**src/rtl/core/ffd_pkg.sv**
```systemverilog
package ffd_pkg;

	// fnv-1a 64 prime and a nonstandard start value for the hash
	localparam logic [63:0] FNV_BASIS = 64'd1469598103934665603;
	localparam logic [63:0] FNV_PRIME = 64'd1099511628211;

	// pixel and byte layout
	localparam int PIXEL_W = 32;
	localparam int BYTE_W = 8;
	localparam int BYTES_PER_PIXEL = PIXEL_W / BYTE_W;
	localparam int HASH_W = 64;
	localparam int REG_W = 16;
	localparam int OUT_CNT_W = 16;

	// result status codes
	localparam logic [1:0] STATUS_CONTINUE = 2'd0;
	localparam logic [1:0] STATUS_STABLE = 2'd1;
	localparam logic [1:0] STATUS_TIMEOUT = 2'd2;

	// register indexes
	localparam logic CFG_STALE_LIMIT = 1'b0;
	localparam logic CFG_TIMEOUT_FRAMES = 1'b1;

	// control from the frame logic to the byte hasher
	typedef struct packed {
		logic start;
		logic clear;
	} hash_ctl_t;

	// one fnv-1a byte step; the prime is 2^40 + 2^8 + 0xb3, so the
	// multiply is a sum of shifted copies
	function automatic logic [HASH_W-1:0] fnv_step(input logic [HASH_W-1:0] h,
			input logic [BYTE_W-1:0] b);
		logic [HASH_W-1:0] x;
		x = h ^ {{(HASH_W-BYTE_W){1'b0}}, b};
		return (x << 40) + (x << 8) + (x << 7) + (x << 5) + (x << 4)
			+ (x << 1) + x;
	endfunction

endpackage

```
**src/rtl/core/ffd_if.sv**
```systemverilog
interface ffd_pixel_if;
	logic valid;
	logic ready;
	logic [ffd_pkg::PIXEL_W-1:0] pixel;
	logic frame_end;
	logic restart;

	modport source (output valid, pixel, frame_end, restart, input ready);
	modport sink (input valid, pixel, frame_end, restart, output ready);
endinterface

interface ffd_result_if;
	logic valid;
	logic ready;
	logic [ffd_pkg::HASH_W-1:0] frame_hash;
	logic [ffd_pkg::OUT_CNT_W-1:0] stale_count;
	logic [ffd_pkg::OUT_CNT_W-1:0] frames_waited;
	logic [1:0] status;

	modport source (output valid, frame_hash, stale_count, frames_waited, status,
		input ready);
	modport sink (input valid, frame_hash, stale_count, frames_waited, status,
		output ready);
endinterface

```
**src/rtl/core/ffd_hasher.sv**
```systemverilog
module ffd_hasher (
	input  logic clk,
	input  logic arst_n,
	input  ffd_pkg::hash_ctl_t ctl,
	input  logic [ffd_pkg::PIXEL_W-1:0] pixel,
	output logic done,
	output logic [ffd_pkg::HASH_W-1:0] hash
);

	localparam int CNT_W = $clog2(ffd_pkg::BYTES_PER_PIXEL);
	localparam logic [CNT_W-1:0] LAST_BYTE = CNT_W'(ffd_pkg::BYTES_PER_PIXEL - 1);

	logic [ffd_pkg::PIXEL_W-1:0] pix_q;
	logic [CNT_W-1:0] byte_cnt_q;
	logic busy_q;
	logic [ffd_pkg::HASH_W-1:0] hash_q;

	// last byte step of the word happens this cycle
	assign done = busy_q && (byte_cnt_q == LAST_BYTE);
	assign hash = hash_q;

	// byte shift register and running hash, low byte first
	always_ff @(posedge clk or negedge arst_n) begin
		if (!arst_n) begin
			busy_q <= 1'b0;
			byte_cnt_q <= '0;
			hash_q <= ffd_pkg::FNV_BASIS;
		end else begin
			if (ctl.start) begin
				busy_q <= 1'b1;
				byte_cnt_q <= '0;
			end else if (busy_q) begin
				hash_q <= ffd_pkg::fnv_step(hash_q, pix_q[ffd_pkg::BYTE_W-1:0]);
				byte_cnt_q <= byte_cnt_q + CNT_W'(1);
				if (byte_cnt_q == LAST_BYTE)
					busy_q <= 1'b0;
			end else if (ctl.clear) begin
				hash_q <= ffd_pkg::FNV_BASIS;
			end
		end
	end

	// payload shift register
	always_ff @(posedge clk) begin
		if (ctl.start)
			pix_q <= pixel;
		else if (busy_q)
			pix_q <= pix_q >> ffd_pkg::BYTE_W;
	end

endmodule

```
**src/rtl/core/frame_freeze_detector.sv**
```systemverilog
// Frame freeze detector: folds each 32-bit pixel word into a 64-bit FNV-1a
// style hash one byte per cycle, low byte first, through a byte shift register.
// Ready stays low from the acceptance of a word until its four byte steps are
// done; a word that ends a frame then passes a compare state that loads the
// result register, and waits there only while the previous result has not been
// taken. The result register separates the output from the input, so a pending
// result does not block new pixels except at the next frame end. With a nonzero
// stale limit, the first frame after reset or restart primes the stored hash;
// stable (status 1) wins over timeout (status 2). Counters are COUNT_WIDTH bits
// and saturate; reported counts clamp at 65535.
module frame_freeze_detector #(
	parameter int COUNT_WIDTH = 16
) (
	input  logic clk,
	input  logic arst_n,
	ffd_pixel_if.sink pixels,
	ffd_result_if.source results,
	input  logic cfg_wr_en,
	input  logic cfg_index,
	input  logic [ffd_pkg::REG_W-1:0] cfg_data
);

	localparam int MW = (COUNT_WIDTH > ffd_pkg::OUT_CNT_W) ? COUNT_WIDTH
		: ffd_pkg::OUT_CNT_W;
	localparam logic [MW-1:0] OUT_MAX = MW'({ffd_pkg::OUT_CNT_W{1'b1}});
	localparam logic [COUNT_WIDTH-1:0] CNT_MAX = {COUNT_WIDTH{1'b1}};

	typedef enum logic [1:0] {S_IDLE, S_HASH, S_FIN} state_t;

	state_t state_q;
	logic [ffd_pkg::REG_W-1:0] stale_limit_q;
	logic [ffd_pkg::REG_W-1:0] timeout_q;
	logic [ffd_pkg::HASH_W-1:0] prev_hash_q;
	logic primed_q;
	logic [COUNT_WIDTH-1:0] stale_cnt_q;
	logic [COUNT_WIDTH-1:0] wait_cnt_q;
	logic frame_end_q;
	logic out_valid_q;
	logic [ffd_pkg::HASH_W-1:0] out_hash_q;
	logic [ffd_pkg::OUT_CNT_W-1:0] out_stale_q;
	logic [ffd_pkg::OUT_CNT_W-1:0] out_wait_q;
	logic [1:0] out_status_q;

	ffd_pkg::hash_ctl_t hash_ctl;
	logic hash_done;
	logic [ffd_pkg::HASH_W-1:0] hash;
	logic accept;
	logic out_free;
	logic fin_go;

	logic [COUNT_WIDTH-1:0] wait_nx;
	logic [COUNT_WIDTH-1:0] stale_nx;
	logic [ffd_pkg::HASH_W-1:0] prev_nx;
	logic primed_nx;
	logic stable;
	logic [1:0] status_nx;

	function automatic logic [ffd_pkg::OUT_CNT_W-1:0] clamp_out(
			input logic [COUNT_WIDTH-1:0] v);
		logic [MW-1:0] ext;
		ext = MW'(v);
		return (ext > OUT_MAX) ? {ffd_pkg::OUT_CNT_W{1'b1}}
			: ext[ffd_pkg::OUT_CNT_W-1:0];
	endfunction

	// handshakes
	assign pixels.ready = (state_q == S_IDLE);
	assign accept = pixels.valid && pixels.ready;
	assign out_free = !out_valid_q || results.ready;
	assign fin_go = (state_q == S_FIN) && out_free;

	assign hash_ctl.start = accept;
	assign hash_ctl.clear = fin_go;

	ffd_hasher u_hasher (
		.clk(clk),
		.arst_n(arst_n),
		.ctl(hash_ctl),
		.pixel(pixels.pixel),
		.done(hash_done),
		.hash(hash)
	);

	// frame-end update of tracker and counters
	always_comb begin
		wait_nx = (wait_cnt_q == CNT_MAX) ? wait_cnt_q : wait_cnt_q + COUNT_WIDTH'(1);
		stale_nx = stale_cnt_q;
		prev_nx = prev_hash_q;
		primed_nx = primed_q;
		stable = 1'b0;
		if (stale_limit_q != '0) begin
			if (!primed_q) begin
				primed_nx = 1'b1;
				prev_nx = hash;
				stale_nx = '0;
			end else begin
				if (hash == prev_hash_q) begin
					stale_nx = (stale_cnt_q == CNT_MAX) ? stale_cnt_q
						: stale_cnt_q + COUNT_WIDTH'(1);
				end else begin
					prev_nx = hash;
					stale_nx = '0;
				end
				stable = MW'(stale_nx) >= MW'(stale_limit_q);
			end
		end
		if (stable)
			status_nx = ffd_pkg::STATUS_STABLE;
		else if (timeout_q != '0 && MW'(wait_nx) >= MW'(timeout_q))
			status_nx = ffd_pkg::STATUS_TIMEOUT;
		else
			status_nx = ffd_pkg::STATUS_CONTINUE;
	end

	// sequencer, configuration and tracker state
	always_ff @(posedge clk or negedge arst_n) begin
		if (!arst_n) begin
			state_q <= S_IDLE;
			stale_limit_q <= '0;
			timeout_q <= '0;
			prev_hash_q <= '0;
			primed_q <= 1'b0;
			stale_cnt_q <= '0;
			wait_cnt_q <= '0;
			frame_end_q <= 1'b0;
			out_valid_q <= 1'b0;
		end else begin
			if (cfg_wr_en) begin
				case (cfg_index)
					ffd_pkg::CFG_STALE_LIMIT: stale_limit_q <= cfg_data;
					ffd_pkg::CFG_TIMEOUT_FRAMES: timeout_q <= cfg_data;
					default: ;
				endcase
			end
			if (results.ready && !fin_go)
				out_valid_q <= 1'b0;
			case (state_q)
				S_IDLE: begin
					if (accept) begin
						frame_end_q <= pixels.frame_end;
						if (pixels.restart) begin
							primed_q <= 1'b0;
							prev_hash_q <= '0;
							stale_cnt_q <= '0;
							wait_cnt_q <= '0;
						end
						state_q <= S_HASH;
					end
				end
				S_HASH: begin
					if (hash_done)
						state_q <= frame_end_q ? S_FIN : S_IDLE;
				end
				S_FIN: begin
					if (out_free) begin
						wait_cnt_q <= wait_nx;
						stale_cnt_q <= stale_nx;
						prev_hash_q <= prev_nx;
						primed_q <= primed_nx;
						out_valid_q <= 1'b1;
						state_q <= S_IDLE;
					end
				end
				default: state_q <= S_IDLE;
			endcase
		end
	end

	// result register
	always_ff @(posedge clk) begin
		if (fin_go) begin
			out_hash_q <= hash;
			out_stale_q <= clamp_out(stale_nx);
			out_wait_q <= clamp_out(wait_nx);
			out_status_q <= status_nx;
		end
	end

	assign results.valid = out_valid_q;
	assign results.frame_hash = out_hash_q;
	assign results.stale_count = out_stale_q;
	assign results.frames_waited = out_wait_q;
	assign results.status = out_status_q;

endmodule
```
**src/flat_wrapper.sv**
```systemverilog
// flat-port wrapper written by rule: the top's interface ports become plain ports
module frame_freeze_detector_flat 
#(
	parameter int COUNT_WIDTH = 16
)
  (clk, arst_n, cfg_wr_en, cfg_index, cfg_data, pixels_valid, pixels_pixel, pixels_frame_end, pixels_restart, pixels_ready, results_valid, results_frame_hash, results_stale_count, results_frames_waited, results_status, results_ready);
  ffd_pixel_if pixels_i ();
  ffd_result_if results_i ();
  input  logic clk;
  input  logic arst_n;
  input  logic cfg_wr_en;
  input  logic cfg_index;
  input  logic [ffd_pkg::REG_W-1:0] cfg_data;
  input wire logic [$bits(pixels_i.valid)-1:0] pixels_valid;
  input wire logic [$bits(pixels_i.pixel)-1:0] pixels_pixel;
  input wire logic [$bits(pixels_i.frame_end)-1:0] pixels_frame_end;
  input wire logic [$bits(pixels_i.restart)-1:0] pixels_restart;
  output wire logic [$bits(pixels_i.ready)-1:0] pixels_ready;
  output wire logic [$bits(results_i.valid)-1:0] results_valid;
  output wire logic [$bits(results_i.frame_hash)-1:0] results_frame_hash;
  output wire logic [$bits(results_i.stale_count)-1:0] results_stale_count;
  output wire logic [$bits(results_i.frames_waited)-1:0] results_frames_waited;
  output wire logic [$bits(results_i.status)-1:0] results_status;
  input wire logic [$bits(results_i.ready)-1:0] results_ready;
  assign pixels_i.valid = pixels_valid;
  assign pixels_i.pixel = pixels_pixel;
  assign pixels_i.frame_end = pixels_frame_end;
  assign pixels_i.restart = pixels_restart;
  assign pixels_ready = pixels_i.ready;
  assign results_valid = results_i.valid;
  assign results_frame_hash = results_i.frame_hash;
  assign results_stale_count = results_i.stale_count;
  assign results_frames_waited = results_i.frames_waited;
  assign results_status = results_i.status;
  assign results_i.ready = results_ready;
  frame_freeze_detector #(.COUNT_WIDTH(COUNT_WIDTH)) u_core (.clk(clk), .arst_n(arst_n), .pixels(pixels_i), .results(results_i), .cfg_wr_en(cfg_wr_en), .cfg_index(cfg_index), .cfg_data(cfg_data));
endmodule
```
**config.mk**
```make
export PLATFORM = sky130hd
export DESIGN_NAME = frame_freeze_detector_flat
export DESIGN_NICKNAME = d
export VERILOG_FILES = /design/src/rtl/core/ffd_pkg.sv /design/src/rtl/core/ffd_if.sv /design/src/rtl/core/ffd_hasher.sv /design/src/rtl/core/frame_freeze_detector.sv /design/src/flat_wrapper.sv
export SDC_FILE = /design/constraint.sdc
export NUM_CORES = 1
export LEC_CHECK = 0
export BUFFER_PORTS_ARGS = -buffer_cell sky130_fd_sc_hd__clkbuf_2
export CORE_MARGIN = 5
export CORE_UTILIZATION = 57
export CTS_BUF_LIST = sky130_fd_sc_hd__clkbuf_4 sky130_fd_sc_hd__clkbuf_8 sky130_fd_sc_hd__clkbuf_16
export DETAILED_ROUTE_END_ITERATION = 16
export GPL_TIMING_DRIVEN = 0
export MAX_ROUTING_LAYER = met4
export PLACE_DENSITY_LB_ADDON = 0.12
export SLEW_MARGIN = 20
export SYNTH_ARGS = -nofsm -noshare
export SYNTH_HDL_FRONTEND = slang
export SYNTH_SLANG_ARGS = --single-unit
```
**constraint.sdc**
```tcl
create_clock -name clk -period 12.95 [get_ports clk]
set_input_delay 1.295 -clock clk [delete_from_list [all_inputs] [get_ports clk]]
set_output_delay 1.295 -clock clk [all_outputs]
set_load 0.02 [all_outputs]
```
==> results of run 1 <==
## cells by family (layout without fill, tap and decap cells)
group,Yosys count,count (layout),synth area share [%]
and+or+nand+nor,523,523,10.05
buffers and inverters,516,746,7.835
AOI/OAI and AO/OA,473,473,12.71
adders and majority gates,385,385,26.56
DFF,330,330,35.94
xor gates and xnor gates,167,167,5.878
muxes,23,23,1.016
other,0,1,0
## layout make-up
cell class	count	area share, %
multi-input cells	1571	50.29
flip-flops and latches	330	32.10
inverters	423	5.698
clock buffers	53	4.163
repair buffers	160	3.184
well taps	585	2.627
plain buffers	93	1.311
clock inverters	17	0.6152
diodes	1	0.008981
## per-layer routing
metal / vias to the layer above / global-route usage (%) / share of wire, %
li1: 8522 / - / -
met1: 9495 / 43.61 / 44
met2: 680 / 46.88 / 46
met3: 120 / 4.083 / 6.9
met4: 0 / 8.227 / 2.8
met5: - / - / 0
## placed cells by master, fill, tap and decap left out, types with 8 or more instances in the layout
| master | count |
|---|---|
| inv_1 | 421 |
| fa_1 | 240 |
| nand2_1 | 206 |
| dfrtp_1 | 172 |
| clkbuf_2 | 154 |
| ha_1 | 141 |
| edfxtp_1 | 130 |
| xnor2_1 | 125 |
| o21ai_0 | 122 |
| a21oi_1 | 98 |
| a22o_1 | 88 |
| clkbuf_1 | 75 |
| nor2_1 | 71 |
| nand3_1 | 64 |
| nand4_1 | 46 |
| a21o_1 | 43 |
| clkbuf_16 | 41 |
| xor2_1 | 40 |
| nor3_1 | 36 |
| dfstp_2 | 28 |
| and3_1 | 24 |
| mux2_2 | 18 |
| o31ai_1 | 16 |
| a31oi_1 | 16 |
| nor4_1 | 14 |
| o211ai_1 | 13 |
| a211oi_1 | 12 |
| buf_2 | 10 |
| and2_1 | 10 |
| nor2b_1 | 10 |
| o21a_1 | 9 |
| and4_1 | 8 |
| nand2b_1 | 8 |
| clkbuf_8 | 8 |
## how the worst min path moves through the flow
stage / startpoint / endpoint / slack [ps] / cells after the start
global placement: u_core.frame_end_q / u_core.frame_end_q / 470 / 2
floorplan: u_core.u_hasher.hash[4] / u_core.results.frame_hash[4] / 420 / 0
finish: u_core.u_hasher.hash[4] / u_core.results.frame_hash[4] / 480 / 0
global route: u_core.u_hasher.hash[4] / u_core.results.frame_hash[4] / 490 / 0
detailed placement: u_core.u_hasher.hash[4] / u_core.results.frame_hash[4] / 480 / 0
CTS: u_core.u_hasher.hash[4] / u_core.results.frame_hash[4] / 490 / 0
## through the flow
| stage | hold slack (ps) | setup slack (ps) | std cells |
|---|---|---|---|
| 6_report | 476.4 | 5763 | 3233 |
| 5_1_grt | 493.9 | 5486 | 3232 |
| 4_1_cts | 491.6 | 5827 | 3232 |
| 3_5_place_dp | 482.7 | 5883 | 3162 |
| 3_3_place_gp | 472.8 | 5201 | 3157 |
| 2_1_floorplan | 423.1 | 7198 | 2417 |
## worst max-delay path: cells and delay by family (launching register included)
family                     cells  cell delay [ps]
DFF                            1              450
adders and majority gates      5             2280
AOI/OAI and AO/OA              7             2500
and+or+nand+nor                1              350
buffers and inverters          3              620
xor gates and xnor gates       2              840
## registers in the layout, indices dropped and copies added, names as in the netlist
signal / count
u_core.prev_hash_q: 64
u_core.results.frame_hash: 64
u_core.u_hasher.hash: 64
u_core.u_hasher.pix_q: 32
u_core.results.frames_waited: 16
u_core.results.stale_count: 16
u_core.stale_cnt_q: 16
u_core.stale_limit_q: 16
u_core.timeout_q: 16
u_core.wait_cnt_q: 16
u_core.results.status: 2
u_core.state_q: 2
u_core.u_hasher.byte_cnt_q: 2
u_core.frame_end_q: 1
u_core.primed_q: 1
u_core.results.valid: 1
u_core.u_hasher.busy_q: 1
==> reports/metrics.yaml, run 1 <==
worst_setup_path:
  reg2reg_from: "u_core.u_hasher.hash[5]"
  cp_cell_sequence: "xnor2_1 > clkinv_1 > fa_1 > fa_1 > inv_1 > fa_1 > inv_1 > ha_1 > ha_1 > o211ai_1 > o21ai_0 > o21ai_1 > a2111oi_0 > or3_1 > a31oi_1 > o211ai_1 > xnor2_1 > o21ai_0"
  worstPathArrival_ps: 7620
  worstSetupStartpoint: "u_core.u_hasher.hash[5]"
  cp_max_fo: 8
  r2r-end: "u_core.u_hasher.hash[55]"
  crit_end: "u_core.u_hasher.hash[55]"
  slowest_stage: "a2111oi_0"
  reg2reg_depth: 18
  cp-start-kind: "flop"
  path_class: "reg -> reg"
  r2r_slack_ps: 5760
  slowest_delay_ps: 760
  required_ps: 13390
  crit_path_end_kind: "flop"
  cpMostUsedCell: "fa_1"
clock_network:
  cts-buffers-inserted: 38
  postCtsSetupBuffers: 0
  ctsHoldBuffers: 0
  clk_path_buf_depth: 3
  clock-root-buffer: "clkbuf_16"
  cts_max_level: 2
  path_clk_slew_ps: 60
  clock-sinks: 330
  tritoncts: "done"
  cts_resized: 0
  clock_latency_ps: 580
synthesis:
  synth_nets: 2854
  synthArstFlopShare_pct: 60.61
  yosysUniqueCellTypes: 71
  synth_most_common_cell: "inv_1"
  synth_area_per_cell_um2: 10.29
  ys_top_cells_by_count: "421 x inv_1, 240 x fa_1, 207 x nand2_1"
  synth_ff_type: "dfrtp_1"
  synth.top_cell.area_share_pct: 19.31
  yosysWarnings: 0
  ys_seq_area_share_pct: 35.94
  netlist_instances: 2417
  yosysTopAreaCell: "fa_1"
  yosys-top-cells-area: "fa_1 19%, dfrtp_1 17%, edfxtp_1 16%, ha_1 7.1%, inv_1 6.4%"
  synth_edf_count: 130
  mappedNetlistArea_um2: 24880
  ys_ff_latch: 330
sta:
  tightestPinTransition_ps: 1127
  timing.fmax_ghz: 0.1391
  period_share_pct: 55.50
  slew_violations: 0
  rsz0062_at_grt: "no"
  finalHoldViolCount: 0
  maxSlewHeadroom_pct: 24.62
  post-route-min-period_ps: 7187
  totalNegativeSetupSlack_ps: 0
  setup_viol: 0
  finClkSkew_ps: 19.77
finish:
  utilization_pct: 64.54
  drive_gt1_share_pct: 11.41
  regArea_um2: 8944
  final_nets: 3054
  syn_to_final_growth_pct: 11.98
  multiInputGateArea_um2: 14010
  stdcell_area_um2: 27860
  fillerInstances: 3582
routing:
  via_count: 18820
  wl_per_cell_um: 21.42
  dr.pass1.iters: 6
  drc: 0
  ant_nets: 0
  drt_iter0_markers: 1574
  viasPerCell: 5.820
  drt-total-wl_um: 69250
floorplanning:
  dieHeight_um: 218.9
  rows: 76
  core_region_area_um2: 43170
  dieArea_um2: 47930
  dieWidth_um: 218.9
  start_util_pct: 57.63
  ios: 156
placed_design:
  portBuffers: 155
  post-dp-hpwl_um: 53730
  gp_congestion: 0.9817
  place_area_um2: 26530
job:
  cap_violations: 0
global_routing:
  grt_pass1_wl_um: 109900
  grt-ovfl-total: 0
  grt_pass1_vias: 19050
  track_usage_pct: 30.55
  grt_antenna_before_repair: 0
  grt_max_degree: 85
hold_path:
  hold_path_class: "reg -> reg"
outcome:
  status: "finished clean"
Power of run 1 is left out: the tool's default activity adds up to more than one toggle a clock period on the data nets, which glitch-free logic cannot reach.
==> run 2: changes to the inputs <==
==> constraint.sdc (replaced) <==
create_clock -name clk -period 7.2 [get_ports clk]
set_input_delay 0.72 -clock clk [delete_from_list [all_inputs] [get_ports clk]]
set_output_delay 0.72 -clock clk [all_outputs]
set_load 0.02 [all_outputs]
==> run 2 against run 1 <==
Sequential cell count did not move. Clock-buffer cell count did not move. Non-clock buffer count did not move. Design area barely moved. Fmax rose by 3.9%. Worst setup slack got worse by 5500 ps. Register-to-register slack got worse by 5500 ps. Sequential share of layout area barely moved. First-iteration DRC count fell by 0.89%. Via count rose by 0.17%. Critical path type unchanged. Highest routed layer unchanged.
==> reports/metrics.yaml, run 2 (synthesis gave the netlist of run 1 again) <==
outcome:
  status: "finished clean"
finish:
  most-common-layout-cells: "421 x inv_1, 240 x fa_1, 206 x nand2_1"
  final_common_cell: "inv_1"
  drive_gt1_share_pct: 11.48
  final_nets: 3054
  stdcell_area_um2: 27870
  syn_to_final_growth_pct: 12.01
global_routing:
  grt_pass1_vias: 19050
  grt_max_degree: 85
  grtUsageMet2_pct: 46.88
  globalRouteMet1Util_pct: 43.61
  top_usage_layer: "met2"
  grt_pass1_wl_um: 109900
  use_met3_pct: 4.083
  track_usage_pct: 30.55
  grt-ovfl-total: 0
  grt_antenna_before_repair: 0
routing:
  drt-total-wl_um: 69350
  dr.pass1.iters: 6
  wl_per_cell_um: 21.45
  viasPerCell: 5.830
  drt_iter0_markers: 1560
  ant_nets: 0
  drc: 0
  via_count: 18850
job:
  cap_violations: 0
worst_setup_path:
  cpMostUsedCell: "fa_1"
  crit_path_end_kind: "flop"
  reg2reg_from: "u_core.u_hasher.hash[6]"
  slowest_stage: "xor2_1"
  r2r_slack_ps: 280
  reg2reg_depth: 17
  path_class: "reg -> reg"
  cp_cell_sequence: "xor2_1 > fa_1 > fa_1 > inv_1 > fa_1 > inv_1 > ha_1 > ha_1 > o211ai_1 > o21ai_0 > o21ai_1 > a2111oi_0 > or3_1 > a31oi_1 > o211ai_1 > xnor2_1 > o21ai_0"
  cp-start-kind: "flop"
  slowest_delay_ps: 910
  worstPathArrival_ps: 7360
  cp.buffers_inverters: 2
  r2r-end: "u_core.u_hasher.hash[55]"
  path_delay_family: "compound AO/OA/AOI/OAI gates"
  required_ps: 7640
  cp_max_fo: 9
clock_network:
  cts-buffers-inserted: 38
  cts_max_level: 2
  clock-root-buffer: "clkbuf_16"
  tritoncts: "done"
  clock_latency_ps: 590
  ctsHoldBuffers: 0
  clk_path_buf_depth: 3
  clock-sinks: 330
  postCtsSetupBuffers: 0
  path_clk_slew_ps: 60
sta:
  setup_viol: 0
  period_share_pct: 96.11
  maxSlewHeadroom_pct: 24.36
  tightestPinTransition_ps: 1131
  timing.fmax_ghz: 0.1445
  finClkSkew_ps: 20.86
  totalNegativeSetupSlack_ps: 0
  finalHoldViolCount: 0
  rsz0062_at_grt: "no"
  slew_violations: 0
  fin_ws_ps: 280.1
  post-route-min-period_ps: 6920
floorplanning:
  dieArea_um2: 47930
  ios: 156
  rows: 76
  dieWidth_um: 218.9
  dieHeight_um: 218.9
  start_util_pct: 57.63
  core_region_area_um2: 43170
placed_design:
  gp_congestion: 0.9817
  portBuffers: 155
  place_area_um2: 26530
  dp_slack_ps: 133.1
  post-dp-hpwl_um: 53730
hold_path:
  hold_path_class: "in -> async"
run 2: changes by cell type in the layout (fill, tap and decap cells not counted), sizes merged:
cell | before | now
inv | 427 | 428
clkinv | 11 | 10
run 2: worst register-to-register path, stage by stage (launching register included):
cell       delay, ps
dfrtp_1          490
xor2_1           910
fa_1             590
fa_1             500
inv_1             60
fa_1             520
inv_1             40
ha_1             290
ha_1             380
o211ai_1         100
o21ai_0          510
o21ai_1          290
a2111oi_0        760
or3_1            350
a31oi_1          230
o211ai_1         470
xnor2_1          180
o21ai_0          100
run 2: worst max-delay path by stage:
stage | from | to | slack [ps] | depth (start not counted)
after floorplan | u_core.u_hasher.hash[3] | u_core.u_hasher.hash[59] | 1450 | 19
after global placement | results_ready | u_core.results.frame_hash[49] | 30 | 6
after detailed placement | u_core.u_hasher.hash[5] | u_core.u_hasher.hash[63] | 130 | 18
after CTS | u_core.u_hasher.hash[5] | u_core.u_hasher.hash[55] | 80 | 18
after global routing | u_core.u_hasher.hash[6] | u_core.u_hasher.hash[55] | 30 | 17
final | u_core.u_hasher.hash[6] | u_core.u_hasher.hash[55] | 280 | 17
run 2: routing by layer:
layer  wire length, um  up-vias  part of all wire [%]
li1                  -     8522                     -
met2             31950      713                    46
met5                 0        -                     0
met1             30700     9494                    44
met4              1927        0                   2.8
met3              4766      120                   6.9
run 2: final cells by class:
class	instances	area, um2
Tap cell	585	732.0
Buffer	93	365.4
Timing Repair Buffer	160	887.1
Antenna cell	1	2.502
Fill cell	3582	15300
Clock inverter	17	171.4
Inverter	423	1588
Clock buffer	53	1160
Sequential cell	330	8944
Multi-Input combinational cell	1571	14020
run 2: stage by stage:
step,std cells,hold slack [ps],util [%]
floorplan,2417,423.1,-
global placement,3157,472.8,61.13
detailed placement,3162,482.7,61.45
CTS,3232,106.3,64.53
global route,3232,122.4,64.55
finish,3233,88.68,64.56
run 2: repair_timing:
item	in CTS	in global routing
setup endpoints to repair	0	7
endpoints found under the hold margin	0	0
resized for setup	0	2
Power of run 2 is left out for the same reason.
